===== config.mk =====
export PLATFORM = sky130hd
export DESIGN_NAME = kl_divergence_accumulator
export DESIGN_NICKNAME = d
export VERILOG_FILES = /design/src/hw/rtl/kla_pkg.sv /design/src/hw/rtl/kl_divergence_accumulator.sv
export SDC_FILE = /design/constraint.sdc
export NUM_CORES = 2
export LEC_CHECK = 0
export ABC_CLOCK_PERIOD_IN_PS = 10700
export BUFFER_PORTS_ARGS = -buffer_cell sky130_fd_sc_hd__buf_2
export CORE_MARGIN = 4
export CORE_UTILIZATION = 56
export CTS_BUF_LIST = sky130_fd_sc_hd__clkbuf_16
export DETAILED_ROUTE_END_ITERATION = 6
export GPL_ROUTABILITY_DRIVEN = 1
export PLACE_DENSITY = 0.72
export SYNTH_ARGS = -nofsm -noshare
export SYNTH_HDL_FRONTEND = slang
export SYNTH_SLANG_ARGS = --single-unit
export TNS_END_PERCENT = 20

===== constraint.sdc =====
create_clock -name i_clk -period 10.7 [get_ports i_clk]
set_input_delay 1.605 -clock i_clk [delete_from_list [all_inputs] [get_ports i_clk]]
set_output_delay 1.605 -clock i_clk [all_outputs]
set_load 0.01 [all_outputs]

===== src/hw/rtl/kla_pkg.sv =====
// ----------------------------------------------------------------------------
// kla_pkg
// Shared widths, types and the log2 table generator for the KL divergence
// accumulator.
// ----------------------------------------------------------------------------
package kla_pkg;

    localparam int LOG_TABLE_BITS_DEF = 6;

    localparam int PROB_W = 17;
    localparam int FRAC_W = 16;
    localparam int EXP_W  = 5;
    localparam int TBL_W  = FRAC_W + 1;
    localparam int LOG_W  = 22;
    localparam int DIFF_W = LOG_W + 1;
    localparam int PROD_W = PROB_W + 1 + DIFF_W;
    localparam int TERM_W = PROD_W - FRAC_W;
    localparam int SUM_W  = 34;

    typedef logic        [PROB_W-1:0] t_prob;
    typedef logic signed [LOG_W-1:0]  t_log;
    typedef logic signed [DIFF_W-1:0] t_diff;
    typedef logic signed [TERM_W-1:0] t_term;
    typedef logic signed [SUM_W-1:0]  t_sum;

    localparam t_sum SUM_MAX = {1'b0, {(SUM_W-1){1'b1}}};
    localparam t_sum SUM_MIN = {1'b1, {(SUM_W-1){1'b0}}};

    // log2(1 + k / 2^tbits) in Q.16 by repeated squaring, elaboration only
    function automatic logic [TBL_W-1:0] frac_log2(input int unsigned k,
                                                   input int unsigned tbits);
        logic [63:0]      m;
        logic [FRAC_W:0]  bits;
        logic [FRAC_W+1:0] rnd;
        m    = (64'd1 << 31) + (64'(k) << (31 - tbits));
        bits = '0;
        for (int i = 0; i < FRAC_W + 1; i++) begin
            m    = (m * m) >> 31;
            bits = bits << 1;
            if (m >= (64'd1 << 32)) begin
                bits[0] = 1'b1;
                m       = m >> 1;
            end
        end
        rnd = {1'b0, bits} + (FRAC_W+2)'(1);
        return rnd[FRAC_W+1:1];
    endfunction

endpackage


===== src/hw/rtl/kl_divergence_accumulator.sv =====
// ----------------------------------------------------------------------------
// kl_divergence_accumulator
// Streaming base-2 Kullback-Leibler divergence of two Q1.16 distributions.
// ----------------------------------------------------------------------------
// One pair (p, q) is taken per request at up to one per clock. Each pair
// adds floor(p * (log2 p - log2 q) / 65536) to a saturating 34-bit Q.16
// sum; log2 comes from the leading-one position and a 2^LOG_TABLE_BITS
// entry fraction table, with log2 of zero taken as 0. The request marked
// last emits the sum including its own term and clears the accumulator.
// The datapath has four registers in line: input, log difference, product
// term and accumulator/result. The only stall comes from a held result:
// while a result waits, non-last requests keep flowing into the accumulator
// and a following last request waits in the term stage.
// ----------------------------------------------------------------------------
module kl_divergence_accumulator #(
    parameter int LOG_TABLE_BITS = kla_pkg::LOG_TABLE_BITS_DEF
) (
    input  logic                         i_clk,
    input  logic                         i_rst_n,
    input  logic                         i_valid,
    output logic                         o_stall,
    input  logic [kla_pkg::PROB_W-1:0]   i_p_first,
    input  logic [kla_pkg::PROB_W-1:0]   i_p_second,
    input  logic                         i_last,
    output logic                         o_valid,
    input  logic                         i_stall,
    output logic signed [kla_pkg::SUM_W-1:0] o_divergence
);
    import kla_pkg::*;

    localparam int TBL_SIZE = 1 << LOG_TABLE_BITS;
    localparam int SHF_W    = PROB_W + LOG_TABLE_BITS;

    // fraction table
    logic [TBL_W-1:0] w_tbl [TBL_SIZE];

    for (genvar g = 0; g < TBL_SIZE; g++) begin : g_tbl
        assign w_tbl[g] = frac_log2(g, LOG_TABLE_BITS);
    end

    // pipeline registers
    logic  r_v1, r_v2, r_v3, r_out_valid;
    t_prob r_p, r_q, r_p2;
    logic  r_last, r_last2, r_last3;
    t_diff r_d;
    t_term r_term;
    t_sum  r_acc, r_out;

    logic  n_adv3, n_rdy3, n_rdy2, n_rdy1;

    // stage 1: log2 of both operands and their difference
    t_prob                     w_x   [2];
    logic  [EXP_W-1:0]         w_e   [2];
    logic  [SHF_W-1:0]         w_shf [2];
    logic  [LOG_TABLE_BITS-1:0] w_idx [2];
    logic  signed [5:0]        w_ed  [2];
    t_log                      w_log [2];
    t_diff                     n_d;

    assign w_x[0] = r_p;
    assign w_x[1] = r_q;

    always_comb begin
        for (int j = 0; j < 2; j++) begin
            w_e[j] = '0;
            for (int i = 0; i < PROB_W; i++) begin
                if (w_x[j][i]) begin
                    w_e[j] = EXP_W'(i);
                end
            end
            w_shf[j] = {w_x[j], {LOG_TABLE_BITS{1'b0}}} >> w_e[j];
            w_idx[j] = w_shf[j][LOG_TABLE_BITS-1:0];
            w_ed[j]  = $signed({1'b0, w_e[j]}) - 6'sd16;
            if (w_x[j] == '0) begin
                w_log[j] = '0;
            end else begin
                w_log[j] = $signed({w_ed[j], {FRAC_W{1'b0}}})
                         + $signed({{(LOG_W-TBL_W){1'b0}}, w_tbl[w_idx[j]]});
            end
        end
        n_d = DIFF_W'(w_log[0]) - DIFF_W'(w_log[1]);
    end

    // stage 2: weighted term, floor shift by 16
    logic signed [PROD_W-1:0] w_prod;
    assign w_prod = $signed({1'b0, r_p2}) * r_d;

    // stage 3: saturating accumulate
    logic signed [SUM_W:0] w_sum;
    t_sum                  w_sat;

    always_comb begin
        w_sum = (SUM_W+1)'(r_acc) + (SUM_W+1)'(r_term);
        if (w_sum[SUM_W] != w_sum[SUM_W-1]) begin
            w_sat = w_sum[SUM_W] ? SUM_MIN : SUM_MAX;
        end else begin
            w_sat = w_sum[SUM_W-1:0];
        end
    end

    // flow control
    always_comb begin
        n_adv3 = r_v3 && (!r_last3 || !r_out_valid || !i_stall);
        n_rdy3 = !r_v3 || n_adv3;
        n_rdy2 = !r_v2 || n_rdy3;
        n_rdy1 = !r_v1 || n_rdy2;
    end

    assign o_stall = !n_rdy1;

    always_ff @(posedge i_clk) begin
        if (!i_rst_n) begin
            r_v1        <= 1'b0;
            r_v2        <= 1'b0;
            r_v3        <= 1'b0;
            r_out_valid <= 1'b0;
            r_acc       <= '0;
        end else begin
            if (n_rdy1) begin
                r_v1 <= i_valid;
            end
            if (n_rdy2) begin
                r_v2 <= r_v1;
            end
            if (n_rdy3) begin
                r_v3 <= r_v2;
            end
            if (n_adv3) begin
                r_acc <= r_last3 ? '0 : w_sat;
            end
            if (n_adv3 && r_last3) begin
                r_out_valid <= 1'b1;
            end else if (!i_stall) begin
                r_out_valid <= 1'b0;
            end
        end
    end

    always_ff @(posedge i_clk) begin
        if (n_rdy1) begin
            r_p    <= i_p_first;
            r_q    <= i_p_second;
            r_last <= i_last;
        end
        if (n_rdy2) begin
            r_p2    <= r_p;
            r_d     <= n_d;
            r_last2 <= r_last;
        end
        if (n_rdy3) begin
            r_term  <= w_prod[PROD_W-1:FRAC_W];
            r_last3 <= r_last2;
        end
        if (n_adv3 && r_last3) begin
            r_out <= w_sat;
        end
    end

    assign o_valid      = r_out_valid;
    assign o_divergence = r_out;

`ifndef SYNTHESIS
    a_clear_after_last: assert property (@(posedge i_clk) disable iff (!i_rst_n)
        (n_adv3 && r_last3) |=> (r_acc == '0))
        else $error("accumulator not cleared after last request");

    a_result_source: assert property (@(posedge i_clk) disable iff (!i_rst_n)
        $rose(r_out_valid) |-> $past(n_adv3 && r_last3))
        else $error("result raised without a last request");

    a_last_held: assert property (@(posedge i_clk) disable iff (!i_rst_n)
        (r_v3 && r_last3 && r_out_valid && i_stall) |=> (r_v3 && r_last3))
        else $error("last request dropped while result held");

    a_acc_idle: assert property (@(posedge i_clk) disable iff (!i_rst_n)
        !n_adv3 |=> $stable(r_acc))
        else $error("accumulator changed without a retiring request");
`endif

endmodule

Yosys cells after proc, flatten, opt, wreduce, memory -nomap -nowiden
Memory sizes are Yosys's and may differ from the RTL's.
Cells that the tools add are included.

cells by class
  multipliers = 1
  add/subtract/negate cells = 6
  equality and inequality tests = 2
  reduce and logical (&&, ||, !) cells = 16
  order comparisons = 2
  bitwise logic cells = 2
  shifts and indexed selects = 2
  muxes and demuxes = 43

operators with widths
  kind                                                                 number
  5-bit two-way mux                                                    30
  34-bit two-way mux                                                   3
  17-bit two-way mux                                                   4
  23-bit by 5-bit >> shifter with 6-bit output                         2
  22-bit by 18-bit adder with 22-bit output                            2
  22-bit two-way mux                                                   2
  18-bit by 23-bit multiplier with 41-bit output                       1
  34-bit by 25-bit adder with 35-bit output                            1
  17-bit zero test                                                     2
  22-bit by 22-bit subtractor with 23-bit output                       1
  7-bit >= comparator (second input constant)                          2
  6-bit inverter with 7-bit output                                     2
  5-bit by 5-bit subtractor with 6-bit output (second input constant)  2
  1-bit zero test                                                      7
  1-bit logical OR                                                     5
  1-bit two-way mux                                                    4
  1-bit logical AND                                                    2
  2-bit by 1-bit != test with 1-bit output (second input constant)     1
  1-bit != test                                                        1

word-level totals
  memory bits (read-only) = 2176
  output and inout port bits = 36
  memories kept = 2
  word-level logic and storage cells = 90
  bits in registers = 174
  input bits = 39

memories
  name             words  width  rd ports  clocked after Yosys merged registers in  write ports  line                             text
  (no name shown)  64     17     1         0                                        0            kl_divergence_accumulator.sv:78  + $signed({{(LOG_W-TBL_W){1'b0}}, w_tbl[w_idx[j]]});
  (no name shown)  64     17     1         0                                        0            kl_divergence_accumulator.sv:78

Depth between registers and ports, before layout
  word-level depth = 24
  depth in mapped cells = 31
  depth with buffers taken out = 29

Worst setup path before layout
No wires, ideal clock.

  path type = reg2reg
  start point = register r_p2[3]
  end point = register r_term[24] (data pin)
  period minus slack after synthesis = 6.563 ns
  stages on the path, launching flop included = 26
  arrival = 6.303 ns
  path slack = 4.137 ns
  buffers on the path = 1
  data required time = 10.440 ns
  setup time = 0.260 ns
  path through = edfxtp_1 -> clkbuf_1 -> nand2_1 -> fa_1 -> inv_1 -> fa_1 -> inv_1 -> fa_1 -> inv_1 -> fa_1 -> inv_1 -> fa_1 -> inv_1 -> fa_1 -> ha_1 -> a21o_1 -> a2111oi_0 -> o21ai_1 -> nand2_1 -> o21ai_1 -> o31ai_1 -> a21oi_1 -> a31oi_1 -> o2111ai_1 -> a21oi_1 -> xnor2_1

on the way
  word-level cells in the longest chain between the ends = 1

RTL lines
  what                                            line                              text
  start, declared                                 kl_divergence_accumulator.sv:43   t_prob r_p, r_q, r_p2;
  start signal, assigned                          kl_divergence_accumulator.sv:146  r_p2 <= r_p;
  18-bit by 23-bit multiplier with 41-bit output  kl_divergence_accumulator.sv:86   assign w_prod = $signed({1'b0, r_p2}) * r_d;
  via w_prod[40]                                  kl_divergence_accumulator.sv:85   logic signed [PROD_W-1:0] w_prod;
  end signal, assigned                            kl_divergence_accumulator.sv:151  r_term <= w_prod[PROD_W-1:FRAC_W];
  end, declared                                   kl_divergence_accumulator.sv:46   t_term r_term;

The timed path passes the listed nets, and every way through them passes these cells.
A chain may end at the register's enable or synchronous reset.

Final worst setup path
  start point = register r_q[16]
  end point = register r_d[20] (data pin)

on the way
  word-level cells in the longest chain between the ends = 9
  elaborated cells on any way between the ends = 11
  those cells by class = add/sub: 3; shift: 1; mux: 4; bitwise: 1; reduce/logical: 1; memory: 1

RTL lines
  what                                                    line                              text
  start, declared                                         kl_divergence_accumulator.sv:43
  start signal, assigned                                  kl_divergence_accumulator.sv:142  r_q <= i_p_second;
  5-bit two-way mux                                       kl_divergence_accumulator.sv:67   if (w_x[j][i]) begin
  23-bit by 5-bit >> shifter with 6-bit output            kl_divergence_accumulator.sv:71   w_shf[j] = {w_x[j], {LOG_TABLE_BITS{1'b0}}} >> w_e[j];
  6-bit inverter with 7-bit output (implied by the code)  kl_divergence_accumulator.sv:78
  memory 64 x 17 bit                                      -
  17-bit two-way mux (implied by the code) (2 in series)  kl_divergence_accumulator.sv:78
  22-bit by 18-bit adder with 22-bit output               kl_divergence_accumulator.sv:78
  22-bit two-way mux (*)                                  kl_divergence_accumulator.sv:74   if (w_x[j] == '0) begin
  22-bit by 22-bit subtractor with 23-bit output (*)      kl_divergence_accumulator.sv:81   n_d = DIFF_W'(w_log[0]) - DIFF_W'(w_log[1]);
  via n_d[20]                                             kl_divergence_accumulator.sv:58   t_diff n_d;
  end signal, assigned                                    kl_divergence_accumulator.sv:147  r_d <= n_d;
  end, declared                                           kl_divergence_accumulator.sv:45   t_diff r_d;

Mark *: on every way through the listed nets, which the timed path passes. The rest lies on a longest branch. The select of a mux whose other input is x is not followed.

==> results_dict.tcl <==
set metrics [dict create \
    worst-slew-pin-transition_ps 1148 \
    max_cap_violations 0 \
    final_layout_size_suffix_gt1_share_pct 6.125 \
    mappedNetlistArea_mm2 0.02626 \
    ff_latch_area_mm2 0.004845 \
    cts_made_buffers 17 \
    fin_util_pct 59.39 \
    top_level_port_count 75 \
    path_clk_slew_ps 80 \
    final_report_hold_violation_count 0 \
    synth-seq-cells 174 \
    clockRootBuffer "sky130_fd_sc_hd__clkbuf_16" \
    drt.antenna.violating_nets 0 \
    critical_path.slowest_cell "sky130_fd_sc_hd__edfxtp_1" \
    clock_path_buffers 2 \
    grt_start_max_net_pins 51 \
    synthesis.yosys.warnings 0 \
    slew_viol_final 0 \
    hp-class "flop to flop" \
    placer_congestion 0.9731 \
    cts_tree "built" \
    timing.final.crit_period_ps 7810 \
    synth_sequential_area_ratio_pct 18.45 \
    detailroute.via_count 21167 \
    grt_setup_unrepaired "false" \
    cts_setup_buffers 0 \
    critPathCaptureType "flop" \
    clock_skew_ps 9.471 \
    htree_num_levels 4 \
    drt-pass1-iter-count 6 \
    clk-insertion-delay-late_ps 480 \
    synth-async-reset-ratio_pct 0 \
    drtIter0Drc 2031 \
    postCtsHoldBufs 0 \
    critical_path.startpoint_type "flop" \
    insertedDiodeCount 0 \
    chipHeight_um 224.5 \
    finalHoldWorstSlack_ps 423.8 \
    max_freq_mhz 128.0 \
    synthesis.area_per_instance_um2 8.986 \
    worst_ep_arrival_time_ps 8030 \
    first_global_vias 22000 \
    critical_path.max_stage_delay_ps 830 \
    num-nets-final 3492 \
    port_buffers 74 \
    grtUsageTotal_pct 27.96 \
    most-common-layout-cells "sky130_fd_sc_hd__inv_1, sky130_fd_sc_hd__nand2_1, sky130_fd_sc_hd__fa_1" \
    netlist-cell-type-count 98 \
    grt_pass1_wl_um 113600 \
    setup_tns_after_final_layout_ps 0 \
    crit_fanout 22 \
    vias_per_cell 6.025 \
    width_of_the_die_um 224.5 \
    outcome "complete, no violations" \
    initial_core_util_pct 56.52 \
    timing.final.crit_share_pct 72.99 \
    synth_cells 2922 \
    core_area_mm2 0.04646 \
    std_cell_rows 79 \
    synth-edff-count 136 \
    commonest_register_cell_after_synthesis "sky130_fd_sc_hd__edfxtp_1" \
    drcViolationCount 0 \
    syn-num-nets 3521 \
    totalWireLength_um 68510 \
    wl_per_cell_um 19.50 \
    syn2layout_area_growth_pct 5.075 \
    cp_data_required_time_ps 10920 \
    tritoncts_sink_count 174 \
    fillCellCount 4044 \
    grt-ovfl-total 0 \
    timing.final.setup_violations 0 \
    grt_antenna_before_repair 0 \
    cts.repair.resized 0 \
    multi_input_comb_area_mm2 0.01905 \
    layout.cells.most_common "sky130_fd_sc_hd__inv_1" \
    detailed_place_hpwl_um 52330 \
    design.die.area_mm2 0.05042 \
    relSlewSlack_pct 23.32 \
    start_to_end_type_of_the_worst_setup_path "flop to flop" \
]
==> final cells by class <==
cell class	count	share of cell area, %
clock buffer	17	1.542
clock inverter	15	0.7709
inverter	478	6.512
multi-input combinational	2131	69.06
sequential	174	17.56
tap	607	2.753
timing repair buffer	91	1.805
==> registers in the layout (all words and copies together) (netlist names), 17 cells and up <==
name / flops
r_p2: 17
r_p: 17
r_term: 25
r_q: 17
r_d: 23
r_acc: 34
o_divergence: 34
==> per-stage QoR <==
stage          instances  instance area [um^2]  setup slack (ps)
2_1_floorplan       2922                 26260              4137
3_3_place_gp        3481                 26950              3137
3_5_place_dp        3481                 26950              3023
4_1_cts             3513                 27590              3003
5_1_grt             3513                 27590              2355
6_report            3513                 27590              2890
==> synthesized netlist by cell type, types with 35 or more instances <==
| cell | n | area, um^2 |
|---|---|---|
| sky130_fd_sc_hd__a21oi_1 | 118 | 590.6 |
| sky130_fd_sc_hd__and2_1 | 160 | 1001 |
| sky130_fd_sc_hd__buf_2 | 35 | 175.2 |
| sky130_fd_sc_hd__clkbuf_1 | 100 | 375.4 |
| sky130_fd_sc_hd__dfxtp_1 | 38 | 760.7 |
| sky130_fd_sc_hd__edfxtp_1 | 136 | 4084 |
| sky130_fd_sc_hd__fa_1 | 386 | 7727 |
| sky130_fd_sc_hd__ha_1 | 174 | 2177 |
| sky130_fd_sc_hd__inv_1 | 468 | 1757 |
| sky130_fd_sc_hd__nand2_1 | 403 | 1513 |
| sky130_fd_sc_hd__nand3_1 | 48 | 240.2 |
| sky130_fd_sc_hd__nor2_1 | 121 | 454.2 |
| sky130_fd_sc_hd__o211ai_1 | 53 | 397.9 |
| sky130_fd_sc_hd__o21ai_0 | 106 | 530.5 |
| sky130_fd_sc_hd__xnor2_1 | 55 | 481.7 |
==> kinds of logic (layout without fill, tap and decap cells) <==
| logic type | after synthesis | in the layout | synth area share [%] |
|---|---|---|---|
| AOI/OAI and AO/OA | 574 | 574 | 15.10 |
| adders and majority gates | 560 | 560 | 37.72 |
| xor gates and xnor gates | 81 | 81 | 2.702 |
| DFF | 174 | 174 | 18.45 |
| and+or+nand+nor | 901 | 901 | 16.32 |
| buffers and inverters | 617 | 601 | 9.130 |
| muxes | 15 | 15 | 0.5766 |
==> metal layers <==
layer  wire [um]  global-route usage [%]  up-vias
met2       33720                   47.42      904
met4        3059                   12.00        0
met1       27510                   36.13    10461
met5           0                       0        -
li1            -                       -     9615
met3        4222                   4.007      187
==> worst max-delay path, delay by kind of cell, from the launching register on <==
family | cells | cell delay [ps]
xor gates and xnor gates | 1 | 120
AOI/OAI and AO/OA | 14 | 3880
adders and majority gates | 3 | 970
buffers and inverters | 3 | 870
and+or+nand+nor | 6 | 880
DFF | 1 | 830
==> worst paths after layout <==
kind,to,slack (ps),start,depth (start not counted)
setup / recovery,r_d[20]$_DFFE_PP_,2890,r_q[16]$_DFFE_PN_,27
hold / removal,r_last3$_DFFE_PP_,420,r_last2$_DFFE_PP_,0
setup reg to reg,r_d[20]$_DFFE_PP_,2890,r_q[16]$_DFFE_PN_,27
hold reg to reg,r_last3$_DFFE_PP_,420,r_last2$_DFFE_PP_,0
Power is left out: the tool's default activity adds up to more than one toggle a clock period on the data nets, which glitch-free logic cannot reach.
